==> config.mk <==
export PLATFORM = sky130hd
export DESIGN_NAME = eight_bit_register_alu_execute
export DESIGN_NICKNAME = d
export VERILOG_FILES = /design/src/sv/eba_pkg.sv /design/src/sv/eight_bit_register_alu_execute.sv /design/src/sv/eba_front.sv /design/src/sv/eba_queue.sv /design/src/sv/eba_back.sv
export SDC_FILE = /design/constraint.sdc
export NUM_CORES = 1
export LEC_CHECK = 0
export ABC_CLOCK_PERIOD_IN_PS = 7300
export BUFFER_PORTS_ARGS = -buffer_cell sky130_fd_sc_hd__buf_4
export CAP_MARGIN = 25
export CELL_PAD_IN_SITES_DETAIL_PLACEMENT = 0
export CELL_PAD_IN_SITES_GLOBAL_PLACEMENT = 1
export CORE_ASPECT_RATIO = 0.8
export CORE_UTILIZATION = 25
export CTS_CLUSTER_SIZE = 40
export DETAILED_ROUTE_END_ITERATION = 10
export PLACE_DENSITY_LB_ADDON = 0.1
export SYNTH_ARGS = -nofsm -noshare
export SYNTH_HDL_FRONTEND = slang
export SYNTH_SLANG_ARGS = --single-unit
==> constraint.sdc <==
create_clock -name clk -period 7.3 [get_ports clk]
set_input_delay 1.825 -clock clk [delete_from_list [all_inputs] [get_ports clk]]
set_output_delay 1.825 -clock clk [all_outputs]
set_load 0.01 [all_outputs]
==> src/sv/eba_pkg.sv <==
`timescale 1ns / 1ps

package eba_pkg;

	// default number of decoded items held between front and back
	localparam int unsigned Q_DEPTH_DEFAULT = 2;

	localparam int unsigned IN_TDATA_W  = 16;
	localparam int unsigned OUT_TDATA_W = 48;

	localparam logic [7:0] HALT_OPCODE = 8'h76;

	// operand codes that do not name a general register
	localparam logic [2:0] OPD_MEM = 3'd6;
	localparam logic [2:0] OPD_ACC = 3'd7;

	typedef enum logic [2:0] {
		KIND_UNSUP  = 3'd0,
		KIND_HALT   = 3'd1,
		KIND_LOAD   = 3'd2,
		KIND_ALU    = 3'd3,
		KIND_INCDEC = 3'd4
	} kind_t;

	typedef enum logic [2:0] {
		ALU_ADD = 3'd0,
		ALU_ADC = 3'd1,
		ALU_SUB = 3'd2,
		ALU_SBC = 3'd3,
		ALU_AND = 3'd4,
		ALU_XOR = 3'd5,
		ALU_OR  = 3'd6,
		ALU_CP  = 3'd7
	} alu_op_t;

	// one classified instruction
	typedef struct packed {
		kind_t     kind;
		alu_op_t   op;
		logic [2:0] dst;
		logic [2:0] src;
		logic      dec;
		logic [7:0] mem;
	} item_t;

	// one result
	typedef struct packed {
		logic [7:0]  accumulator;
		logic [7:0]  flags;
		logic [15:0] pointer_address;
		logic        store_enable;
		logic [7:0]  store_data;
		logic        halted;
		logic        unsupported;
	} result_t;

endpackage

==> src/sv/eight_bit_register_alu_execute.sv <==
`timescale 1ns / 1ps

// channel   group      tdata fields (lowest bit up)                           width
// input     s_axis     command[7:0], memory_operand[15:8]                     16
// output    m_axis     accumulator[7:0], flags[15:8], pointer_address[31:16], 48
//                      store_enable[32], store_data[40:33], halted[41],
//                      unsupported[42], zero fill [47:43]
//
// one instruction per cycle sustained while m_axis_tready stays high; the back
// end's register file update and combinational alu set that figure
// a transfer in lands in the queue, and the back end then executes it into
// the output register once that register is free to take a new result
// s_axis_tready drops only when the queue is full; the queue absorbs input
// while the output register waits on m_axis_tready
// reset clears the register set, flags, halt mark, queue and output valid
module eight_bit_register_alu_execute #(
	parameter int unsigned QUEUE_DEPTH = eba_pkg::Q_DEPTH_DEFAULT
) (
	input  logic                                clk,
	input  logic                                arst_n,
	// command[7:0], memory_operand[15:8]
	input  logic                                s_axis_tvalid,
	output logic                                s_axis_tready,
	input  logic [eba_pkg::IN_TDATA_W-1:0]      s_axis_tdata,
	// accumulator[7:0], flags[15:8], pointer_address[31:16], store_enable[32],
	// store_data[40:33], halted[41], unsupported[42], zeros[47:43]
	output logic                                m_axis_tvalid,
	input  logic                                m_axis_tready,
	output logic [eba_pkg::OUT_TDATA_W-1:0]     m_axis_tdata
);
	import eba_pkg::*;

	// front to queue
	logic    push_valid;
	logic    push_ready;
	item_t   push_item;
	// queue to back
	logic    pop_valid;
	logic    pop_ready;
	item_t   pop_item;
	// back result register
	result_t res;

	// classify the opcode at transfer
	eba_front u_front (
		.tvalid     (s_axis_tvalid),
		.tready     (s_axis_tready),
		.tdata      (s_axis_tdata),
		.push_valid (push_valid),
		.push_ready (push_ready),
		.push_item  (push_item)
	);

	// decouples intake from execution
	eba_queue #(
		.DEPTH (QUEUE_DEPTH)
	) u_queue (
		.clk       (clk),
		.arst_n    (arst_n),
		.in_valid  (push_valid),
		.in_ready  (push_ready),
		.in_item   (push_item),
		.out_valid (pop_valid),
		.out_ready (pop_ready),
		.out_item  (pop_item)
	);

	// register set, alu and output register
	eba_back u_back (
		.clk       (clk),
		.arst_n    (arst_n),
		.in_valid  (pop_valid),
		.in_ready  (pop_ready),
		.in_item   (pop_item),
		.out_valid (m_axis_tvalid),
		.out_ready (m_axis_tready),
		.out_res   (res)
	);

	// pack result fields, lowest first
	assign m_axis_tdata = {5'd0, res.unsupported, res.halted, res.store_data,
		res.store_enable, res.pointer_address, res.flags, res.accumulator};

`ifndef NO_ASSERTIONS
	// a halted or unsupported item never writes memory
	a_no_store_when_idle: assert property (@(posedge clk) disable iff (!arst_n)
		m_axis_tvalid && (res.halted || res.unsupported) |-> !res.store_enable)
		else $error("store issued by halted or unsupported item");

	// store data is zero unless a store is issued
	a_store_data_zero: assert property (@(posedge clk) disable iff (!arst_n)
		m_axis_tvalid && !res.store_enable |-> res.store_data == 8'h00)
		else $error("store data not zero without store");

	// the halt mark is sticky across results
	a_halt_sticky: assert property (@(posedge clk) disable iff (!arst_n)
		m_axis_tvalid && res.halted |=> !m_axis_tvalid || res.halted)
		else $error("halt mark cleared without reset");
`endif

endmodule

==> src/sv/eba_front.sv <==
`timescale 1ns / 1ps

module eba_front (
	input  logic                               tvalid,
	output logic                               tready,
	input  logic [eba_pkg::IN_TDATA_W-1:0]     tdata,
	output logic                               push_valid,
	input  logic                               push_ready,
	output eba_pkg::item_t                     push_item
);
	import eba_pkg::*;

	logic [7:0] cmd;

	assign cmd        = tdata[7:0];
	assign tready     = push_ready;
	assign push_valid = tvalid;

	always_comb begin
		push_item.mem = tdata[15:8];
		push_item.dst = cmd[5:3];
		push_item.src = cmd[2:0];
		push_item.dec = cmd[0];
		push_item.op  = alu_op_t'(cmd[5:3]);
		if (cmd == HALT_OPCODE) begin
			push_item.kind = KIND_HALT;
		end else if (cmd[7:6] == 2'b01) begin
			push_item.kind = KIND_LOAD;
		end else if (cmd[7:6] == 2'b10) begin
			push_item.kind = KIND_ALU;
		end else if ((cmd & 8'hc6) == 8'h04) begin
			push_item.kind = KIND_INCDEC;
		end else begin
			push_item.kind = KIND_UNSUP;
		end
	end

endmodule

==> src/sv/eba_queue.sv <==
`timescale 1ns / 1ps

module eba_queue #(
	parameter int unsigned DEPTH = eba_pkg::Q_DEPTH_DEFAULT
) (
	input  logic           clk,
	input  logic           arst_n,
	input  logic           in_valid,
	output logic           in_ready,
	input  eba_pkg::item_t in_item,
	output logic           out_valid,
	input  logic           out_ready,
	output eba_pkg::item_t out_item
);
	import eba_pkg::*;

	localparam int unsigned PTR_W = (DEPTH > 1) ? $clog2(DEPTH) : 1;
	localparam int unsigned CNT_W = $clog2(DEPTH + 1);

	item_t              slot_q [DEPTH];
	logic [PTR_W-1:0]   wr_ptr_q;
	logic [PTR_W-1:0]   rd_ptr_q;
	logic [CNT_W-1:0]   count_q;
	logic               push;
	logic               pop;

	function automatic logic [PTR_W-1:0] ptr_next(input logic [PTR_W-1:0] p);
		logic [PTR_W-1:0] n;
		if (p == PTR_W'(DEPTH - 1)) begin
			n = '0;
		end else begin
			n = p + PTR_W'(1);
		end
		return n;
	endfunction

	assign in_ready  = (count_q != CNT_W'(DEPTH));
	assign out_valid = (count_q != '0);
	assign out_item  = slot_q[rd_ptr_q];
	assign push      = in_valid && in_ready;
	assign pop       = out_valid && out_ready;

	always_ff @(posedge clk or negedge arst_n) begin
		if (!arst_n) begin
			wr_ptr_q <= '0;
			rd_ptr_q <= '0;
			count_q  <= '0;
		end else begin
			if (push) begin
				wr_ptr_q <= ptr_next(wr_ptr_q);
			end
			if (pop) begin
				rd_ptr_q <= ptr_next(rd_ptr_q);
			end
			if (push && !pop) begin
				count_q <= count_q + CNT_W'(1);
			end else if (pop && !push) begin
				count_q <= count_q - CNT_W'(1);
			end
		end
	end

	always_ff @(posedge clk) begin
		if (push) begin
			slot_q[wr_ptr_q] <= in_item;
		end
	end

endmodule

==> src/sv/eba_back.sv <==
`timescale 1ns / 1ps

module eba_back (
	input  logic             clk,
	input  logic             arst_n,
	input  logic             in_valid,
	output logic             in_ready,
	input  eba_pkg::item_t   in_item,
	output logic             out_valid,
	input  logic             out_ready,
	output eba_pkg::result_t out_res
);
	import eba_pkg::*;

	localparam int unsigned NUM_GR = 6;
	localparam int unsigned REG_H  = 4;
	localparam int unsigned REG_L  = 5;

	logic [7:0] gr_q [NUM_GR];
	logic [7:0] acc_q;
	logic [7:0] flag_q;
	logic       halt_q;
	logic       out_valid_q;
	result_t    out_q;

	logic       fire;
	logic [2:0] opd_code;
	logic [7:0] opd;
	logic [8:0] sum9;
	logic [8:0] dif9;
	logic       add_c;
	logic       sub_c;
	logic [7:0] sum_f;
	logic [7:0] dif_f;
	logic [7:0] cp_f;
	logic [7:0] and_r;
	logic [7:0] xor_r;
	logic [7:0] or_r;
	logic [7:0] id_r;
	logic [7:0] id_f;
	logic [7:0] acc_d;
	logic [7:0] flag_d;
	logic       halt_d;
	logic       gr_we;
	logic [2:0] gr_wa;
	logic [7:0] gr_wd;
	result_t    res;

	function automatic logic [7:0] logic_flags(input logic [7:0] r, input logic h);
		return {r[7], (r == 8'h00), r[5], h, r[3], ~^r, 1'b0, 1'b0};
	endfunction

	assign fire      = in_valid && (!out_valid_q || out_ready);
	assign in_ready  = !out_valid_q || out_ready;
	assign out_valid = out_valid_q;
	assign out_res   = out_q;

	// operand fetch: inc/dec works on the destination field
	assign opd_code = (in_item.kind == KIND_INCDEC) ? in_item.dst : in_item.src;

	always_comb begin
		case (opd_code)
			OPD_ACC: opd = acc_q;
			OPD_MEM: opd = in_item.mem;
			default: opd = gr_q[opd_code];
		endcase
	end

	// adder, subtractor, logic and inc/dec units
	always_comb begin
		add_c = (in_item.op == ALU_ADC) ? flag_q[0] : 1'b0;
		sub_c = (in_item.op == ALU_SBC) ? flag_q[0] : 1'b0;
		sum9  = {1'b0, acc_q} + {1'b0, opd} + {8'd0, add_c};
		dif9  = {1'b0, acc_q} - {1'b0, opd} - {8'd0, sub_c};
		sum_f = {sum9[7], (sum9[7:0] == 8'h00), sum9[5], (acc_q[4] ^ opd[4] ^ sum9[4]),
			sum9[3], ((opd[7] ^ acc_q[7] ^ 1'b1) & (opd[7] ^ sum9[7])), 1'b0, sum9[8]};
		dif_f = {dif9[7], (dif9[7:0] == 8'h00), dif9[5], (acc_q[4] ^ opd[4] ^ dif9[4]),
			dif9[3], ((opd[7] ^ acc_q[7]) & (dif9[7] ^ acc_q[7])), 1'b1, dif9[8]};
		cp_f  = {dif_f[7:6], opd[5], dif_f[4], opd[3], dif_f[2:0]};
		and_r = acc_q & opd;
		xor_r = acc_q ^ opd;
		or_r  = acc_q | opd;
		if (in_item.dec) begin
			id_r = opd - 8'd1;
			id_f = {id_r[7], (id_r == 8'h00), id_r[5], (id_r[3:0] == 4'hf), id_r[3],
				(id_r == 8'h7f), 1'b1, flag_q[0]};
		end else begin
			id_r = opd + 8'd1;
			id_f = {id_r[7], (id_r == 8'h00), id_r[5], (id_r[3:0] == 4'h0), id_r[3],
				(id_r == 8'h80), 1'b0, flag_q[0]};
		end
	end

	// state update and result
	always_comb begin
		acc_d  = acc_q;
		flag_d = flag_q;
		halt_d = halt_q;
		gr_we  = 1'b0;
		gr_wa  = in_item.dst;
		gr_wd  = opd;
		res.store_enable    = 1'b0;
		res.store_data      = 8'h00;
		res.unsupported     = 1'b0;
		res.pointer_address = {gr_q[REG_H], gr_q[REG_L]};
		if (!halt_q) begin
			case (in_item.kind)
				KIND_HALT: begin
					halt_d = 1'b1;
				end
				KIND_LOAD, KIND_INCDEC: begin
					gr_wd = (in_item.kind == KIND_INCDEC) ? id_r : opd;
					if (in_item.kind == KIND_INCDEC) begin
						flag_d = id_f;
					end
					if (in_item.dst == OPD_MEM) begin
						res.store_enable = 1'b1;
						res.store_data   = gr_wd;
					end else if (in_item.dst == OPD_ACC) begin
						acc_d = gr_wd;
					end else begin
						gr_we = 1'b1;
					end
				end
				KIND_ALU: begin
					case (in_item.op)
						ALU_ADD, ALU_ADC: begin
							acc_d  = sum9[7:0];
							flag_d = sum_f;
						end
						ALU_SUB, ALU_SBC: begin
							acc_d  = dif9[7:0];
							flag_d = dif_f;
						end
						ALU_AND: begin
							acc_d  = and_r;
							flag_d = logic_flags(and_r, 1'b1);
						end
						ALU_XOR: begin
							acc_d  = xor_r;
							flag_d = logic_flags(xor_r, 1'b0);
						end
						ALU_OR: begin
							acc_d  = or_r;
							flag_d = logic_flags(or_r, 1'b0);
						end
						ALU_CP: begin
							flag_d = cp_f;
						end
						default: begin
							flag_d = flag_q;
						end
					endcase
				end
				KIND_UNSUP: begin
					res.unsupported = 1'b1;
				end
				default: begin
					res.unsupported = 1'b1;
				end
			endcase
		end
		res.accumulator = acc_d;
		res.flags       = flag_d;
		res.halted      = halt_d;
	end

	always_ff @(posedge clk or negedge arst_n) begin
		if (!arst_n) begin
			for (int i = 0; i < NUM_GR; i++) begin
				gr_q[i] <= 8'h00;
			end
			acc_q       <= 8'h00;
			flag_q      <= 8'h00;
			halt_q      <= 1'b0;
			out_valid_q <= 1'b0;
		end else begin
			if (fire) begin
				acc_q  <= acc_d;
				flag_q <= flag_d;
				halt_q <= halt_d;
				if (gr_we) begin
					gr_q[gr_wa] <= gr_wd;
				end
				out_valid_q <= 1'b1;
			end else if (out_ready) begin
				out_valid_q <= 1'b0;
			end
		end
	end

	always_ff @(posedge clk) begin
		if (fire) begin
			out_q <= res;
		end
	end

endmodule
# Word-level counts from Yosys, hierarchy flattened
# Memory sizes are Yosys's and may differ from the RTL's.
# Index checks and enable logic that the tools add are counted.
# Widths: inputs -> output; s select.
# word_totals
wordCells	148
ff_bits	113
in_bits	20
ramBits	42
mem_count	1
# classes
bitwise_logic	16
n_mux	44
add_sub_neg	10
order_cmp	3
n_eq_ne	23
n_reduce_logical	31
# mem_list
memory	words	width	rd	rd_clocked_by_memory_dff	wr	line	source
u_queue.slot_q	2	21	1	0	1	eba_queue.sv:20	item_t slot_q [DEPTH];
# op_table
operator	n
$mux 8	13
$logic_not 8->1	7
$bwmux 48	1
$pmux 8 s2	3
$pmux 8 s6	1
$pmux 8 s5	1
$eq 3x3->1 const B	9
$bmux 8 s3	1
$demux 8 s3	1
$reduce_xnor 8->1	3
$eq 8x7->1 const B	2
$mux 1	15
$mux 3	5
$eq 3x2->1 const B	4
$add 8x8->9	1
$add 9x1->9	1
$mux 9	1
$sub 8x8->9	1
$sub 9x1->9	1
$add 8x1->8 const B	1
$and 8x8->8	1
$eq 8x8->1 const B	1
$ge 4x4->1 const B	2
$not 3->4	2
other kinds (27)	49

# Longest topological paths before layout
# An unclocked memory read counts as a cell.
# logic_depth
ltp_word	15
mapped_depth	26
depth_no_buf	23

# By module
# Synthesis repeated with hierarchy kept, for this count alone.
# unflattened
hier_cells	1022
area_unflattened_um2	10373.7
# modules_own_cells
mod	area_per_inst_um2	n_inst	cells_each	seq_area_each_um2
eba_back	8341.8	1	900	2942.8
eba_queue	1731.7	1	83	1361.3
eba_front	259.0	1	33	0.0
eight_bit_register_alu_execute	41.3	1	6	0.0

# Least setup slack after synthesis
# OpenSTA, ideal clock, no wires.
# synth_path
path_kind	reg-to-reg
startpoint	register u_queue.rd_ptr_q
endpoint	register u_back.out_q, in the netlist u_back.out_res[41], data pin
t_arrival_ns	5.212
period_less_slack_ns	5.469
required_time_ns	7.044
path_slack_ns	1.831
path_buffers	2
stages_incl_launch_ff	25
path_cell_list	dfrtp_1 > buf_6 > or4b_1 > buf_6 > nand3_2 > nand2_1 > o211a_1 > o32a_1 > nor2_1 > xor2_1 > ha_1 > inv_1 > ha_1 > or2_2 > fa_1 > nand2b_1 > a21oi_1 > o21ai_0 > a21oi_1 > xnor2_1 > o211ai_1 > a21oi_1 > o21ai_0 > o211ai_1 > a22o_1
# synth_via
elab_chain_cells	15
# synth_lines
element	line	source
from (decl)	eba_queue.sv:22	logic [PTR_W-1:0] rd_ptr_q;
from (signal assigned)	eba_queue.sv:53	rd_ptr_q <= ptr_next(rd_ptr_q);
$mem_v2 2x21 (*)	n/a	
branches (longest 12 deep; another with $sub 8x8->9)	n/a	
$pmux 8 s2 (*)	eba_back.sv:107	case (in_item.kind)
$mux 8 (*)	eba_back.sv:106	if (!halt_q) begin
via u_back.acc_d[6]	eba_back.sv:41	logic [7:0] acc_d;
to (signal assigned)	eba_back.sv:194	out_q <= res;
to (decl)	eba_back.sv:24	result_t out_q;
# Mark *: on every way through the listed nets, which the timed path passes. The select of a mux whose other input is x is not followed.
# A chain may end at the register's enable or synchronous reset.

# Worst setup path after layout
# layout_path
startpoint	register u_queue.rd_ptr_q
endpoint	register u_back.out_q, in the netlist u_back.out_res[33], data pin
# layout_via
elab_chain_cells	14
# layout_lines
element	line	source
$mem_v2 2x21 (*)	n/a	
$eq 3x3->1	eba_back.sv:59, eba_back.sv:107, eba_back.sv:113	
$mux 3	eba_back.sv:59	assign opd_code = (in_item.kind == KIND_INCDEC) ? in_item.dst : in_item.src;
$not 3->4 (implied by the code)	eba_back.sv:65	default: opd = gr_q[opd_code];
$bmux 8 s3	eba_back.sv:65	
$mux 8 (implied by the code) (2 in series)	eba_back.sv:65	
$pmux 8 s2	eba_back.sv:62	case (opd_code)
$sub 8x8->9, or another cell as far along	eba_back.sv:74	dif9 = {1'b0, acc_q} - {1'b0, opd} - {8'd0, sub_c};
$sub 9x1->9, or another cell as far along	eba_back.sv:74	
$logic_not 8->1, or another cell as far along	eba_back.sv:77	dif_f = {dif9[7], (dif9[7:0] == 8'h00), dif9[5], (acc_q[4] ^ opd[4] ^ dif9[4]),
$pmux 8 s6 or $mux 8 (tied branches)	eba_back.sv:126, eba_back.sv:113	
$pmux 8 s2 (*)	eba_back.sv:107	
$mux 8 (*)	eba_back.sv:106	
via u_back.flag_d[6]	eba_back.sv:42	logic [7:0] flag_d;
# The timed path passes the listed nets; every way through them passes the cells marked *. The select of a mux whose other input is x is not followed.

==> metrics.csv <==
metric,value,unit
Synth area leaders,"edfxtp_1 25%, dfrtp_1 19%, ha_1 7.4%",
pre-CTS setup slack,0.924,ns
Max Root-Sink Buffers,2,
Power Dens Cells,525,nW/um^2
Die Height,173,um
slowest CP cell,dfrtp_1,
layout net count,1079,
Antenna diodes,0,
pin count of the biggest net entering global routing,55,
hold_buf cts,0,
share of layout cells above drive strength 1,16.7,%
Vias,7512,
"slowest stage delay, CP",0.61,ns
CTS Buf Count,17,
Setup Viol. Count Final,0,
H-tree Lvls,4,
worst hold path class,flop to flop,
I/O Buffers,64,
global placement routability congestion,0.874,
Top Ports,70,
Initial Utilization,25.5,%
"Seq/Total Area, Yosys",44.3,%
TNS Setup,0,ns
GRT Util Overall,19.5,%
Worst Setup EP,u_back.out_res[33],
vias in the first global route,7299,
CP Launch Point,u_queue.rd_ptr_q,
initial antenna violation count,0,
unrepaired setup endpoints after global routing,false,
FF-to-FF End,u_back.out_res[33],
Post-DRT Antenna Nets,0,
ys async rst share,47.6,%
# fillers,3857,
crit-path max FO,26,
mean routed wirelength per cell,24.0,um
largest family of logic cells by synthesized area,compound AO/OA/AOI/OAI gates,
Root Buffer,clkbuf_16,
post-synth top area cell,edfxtp_1,
Worst Hold Path Cells,2,
Compound-Gate Fraction of Synth Area,17.3,%
final instance area,10800,sq um
share of the synthesized area in the top cell type,25.2,%
fin crit period,6.48,ns
Skew-Pair Late Insertion Delay,0.45,ns
DP HPWL,26900,um
Die Wd,216,um
PnR worst setup slack,0.818,ns
CP Capture Type,flop,
post-synthesis cell count,937,
number of flops mapped to enable cells by yosys,77,
Tcrit/Tclk final,88.8,%
post-CTS setup buffers,0,
CTS tree,built,
Synth Area in Simple Gates,15.9,%
outcome,"finished, final reports clean",
f_max,154,MHz
Leak Pwr,4.43,nW
Core Footprint,36000,sq um
clk sinks,147,
critical-path cell list,"buf_4, mux2i_2, o21ai_1, a21o_1, o211a_1, o32a_1, nor2_1, buf_4, xor2_1, ha_1, ha_1, or2_2, fa_1, nand2b_1, a21oi_1, o21ai_0, a21oi_1, xnor2_1, nor2_1, a31oi_1, nor3_1, a211oi_1, o21ai_1",
syn avg cell area,9.80,sq um
initial DRC count,682,
adder-cell share of the synthesized area,8.01,%
Placed Instance Area,10200,sq um
Layout area overhead,17.8,%
worst reg-to-reg setup slack,0.82,ns
GRT Residual Overflow,0,
CP startpoint kind,flop,
r2r startpoint,u_queue.rd_ptr_q,
critical path arrival,6.65,ns
crit path kind,flop to flop,
Worst Tran Pin Value,0.921,ns
Buf/Inv on CP,2,
residual DRC count,0,
skew final,0.0115,ns
XOR/XNOR Fraction of Synth Area,4.96,%
Crit path required time,7.47,ns
TritonRoute pass-1 iters,5,
Clock transition at path regs,0.07,ns
multiplexer share of the synthesized area,4.87,%
post_cts resized,0,
MaxCap Viol Count,0,
ys flop type,edfxtp_1,
Seq cells post-synth,147,
"CP delay by family, top",compound AO/OA/AOI/OAI gates,
first-pass GRT wire length,52700,um
normalized max-slew margin,38.3,%
Vias/cell,5.02,
Synth Warn #,0,
pins over their slew limit,0,
num rows,62,
"Cell Area, Synth",9180,sq um
post-synth cell types,88,
total wire length,35800,um
worst vdd ir,0.178,mV
reg2reg path depth,23,
Final Hold Fails,0,
die area,37500,sq um
stages on the worst setup path,23,
-- routing by layer --
layer  wire [um]  vias up  GRT usage, %
li1            -     3519             -
met1       19300     3750          31.8
met2       14200      219          25.8
met3        1870       24          3.39
met4         443        0          4.75
met5           0        -             0
-- worst reg2reg max path, delay by kind of cell, from the launching register on --
family,cells,cell delay (ns)
flip-flops,1,0.61
buffers and inverters,2,0.63
multiplexers,1,0.55
AND/OR/NAND/NOR,5,0.77
AO/OA/AOI/OAI,10,2.43
XOR/XNOR,2,0.35
adder cells (fa/ha/maj),3,0.86
-- power by group --
part	switching (mW)	internal (mW)	total, mW
registers	0.0854	1.05	1.13
clock network	0.412	0.501	0.913
logic	2.37	1.26	3.64
total	2.87	2.81	5.68
-- metrics by stage --
stage,total power [mW],utilization [%],instances,hold WS (ns)
CTS,5.68,30.1,1495,0.482
detailed placement,4.72,28.4,1463,0.467
global placement,4.83,28.4,1463,0.462
floorplan,3.45,-,941,0.438
global route,6.06,30.1,1495,0.506
finish,5.68,30.1,1495,0.475
-- worst min path at each step --
stage | from | to | slack [ns]
after floorplan | u_back.gr_q[2] | u_back.out_res[13] | 0.44
after global routing | u_back.flag_q[3] | u_back.flag_q[3] | 0.51
after global placement | u_back.flag_q[1] | u_back.flag_q[1] | 0.46
final | u_back.gr_q[29] | u_back.gr_q[29] | 0.47
after detailed placement | u_back.gr_q[29] | u_back.gr_q[29] | 0.47
after CTS | u_back.gr_q[29] | u_back.gr_q[29] | 0.48
-- cell usage in the layout, fill, tap and decap left out, types with 7 or more instances in the layout --
cell / instances
nand4_1: 9
a21o_1: 11
o211ai_1: 10
and3_1: 11
nand2_1: 126
xor2_1: 9
nor3_1: 15
ha_1: 54
nand3_1: 23
dfrtp_1: 70
a221o_1: 8
nor2_1: 66
clkbuf_16: 18
o21ai_0: 82
mux2i_1: 15
inv_1: 50
a31oi_1: 8
and2_1: 8
a211oi_1: 13
buf_4: 85
xnor2_1: 43
mux2_2: 21
a21oi_1: 39
or3_1: 7
edfxtp_1: 77
-- cell families (layout without fill, tap and decap cells) --
kind of cell,Yosys count,count (layout)
AND/OR/NAND/NOR,303,303
adder cells (fa/ha/maj),57,57
buffers and inverters,97,171
AO/OA/AOI/OAI,240,240
XOR/XNOR,52,52
flip-flops,147,147
multiplexers,40,40
other,1,5
-- final cells by class --
cell class / instances / area, sq um / share of cell area (%)
clock buffer: 19 / 454 / 4.20
clock inverter: 13 / 136 / 1.26
inverter: 54 / 203 / 1.87
multi-input combinational: 697 / 4720 / 43.6
sequential: 147 / 4060 / 37.6
tap: 480 / 601 / 5.55
timing repair buffer: 85 / 638 / 5.90
-- sequential cells by signal (all words and copies together), names as in the netlist --
name and cells:
u_queue.slot_q 34, u_back.out_valid 1, u_back.gr_q 48, u_queue.count_q 2, u_queue.rd_ptr_q 1, u_queue.wr_ptr_q 1
u_back.halt_q 1, u_back.acc_q 8, u_back.out_res 43, u_back.flag_q 8
-- cells in the mapped netlist (5+ instances only) --
cell type / n
and2_1: 8
a21o_1: 11
clkbuf_1: 20
buf_4: 7
mux2_2: 21
ha_1: 54
edfxtp_1: 77
xnor2_1: 43
dfrtp_1: 70
a221o_1: 8
xor2_1: 9
a21oi_1: 39
o211ai_1: 10
a22o_1: 5
buf_2: 12
or3_1: 7
o21ai_0: 82
or2_2: 5
o22ai_1: 6
mux2i_1: 16
nor3_1: 15
nand4_1: 9
nand2_1: 126
nand3_1: 23
inv_1: 50
nor2_1: 66
a211oi_1: 14
a31oi_1: 8
and3_1: 11
(Power assumes the default switching activity.)
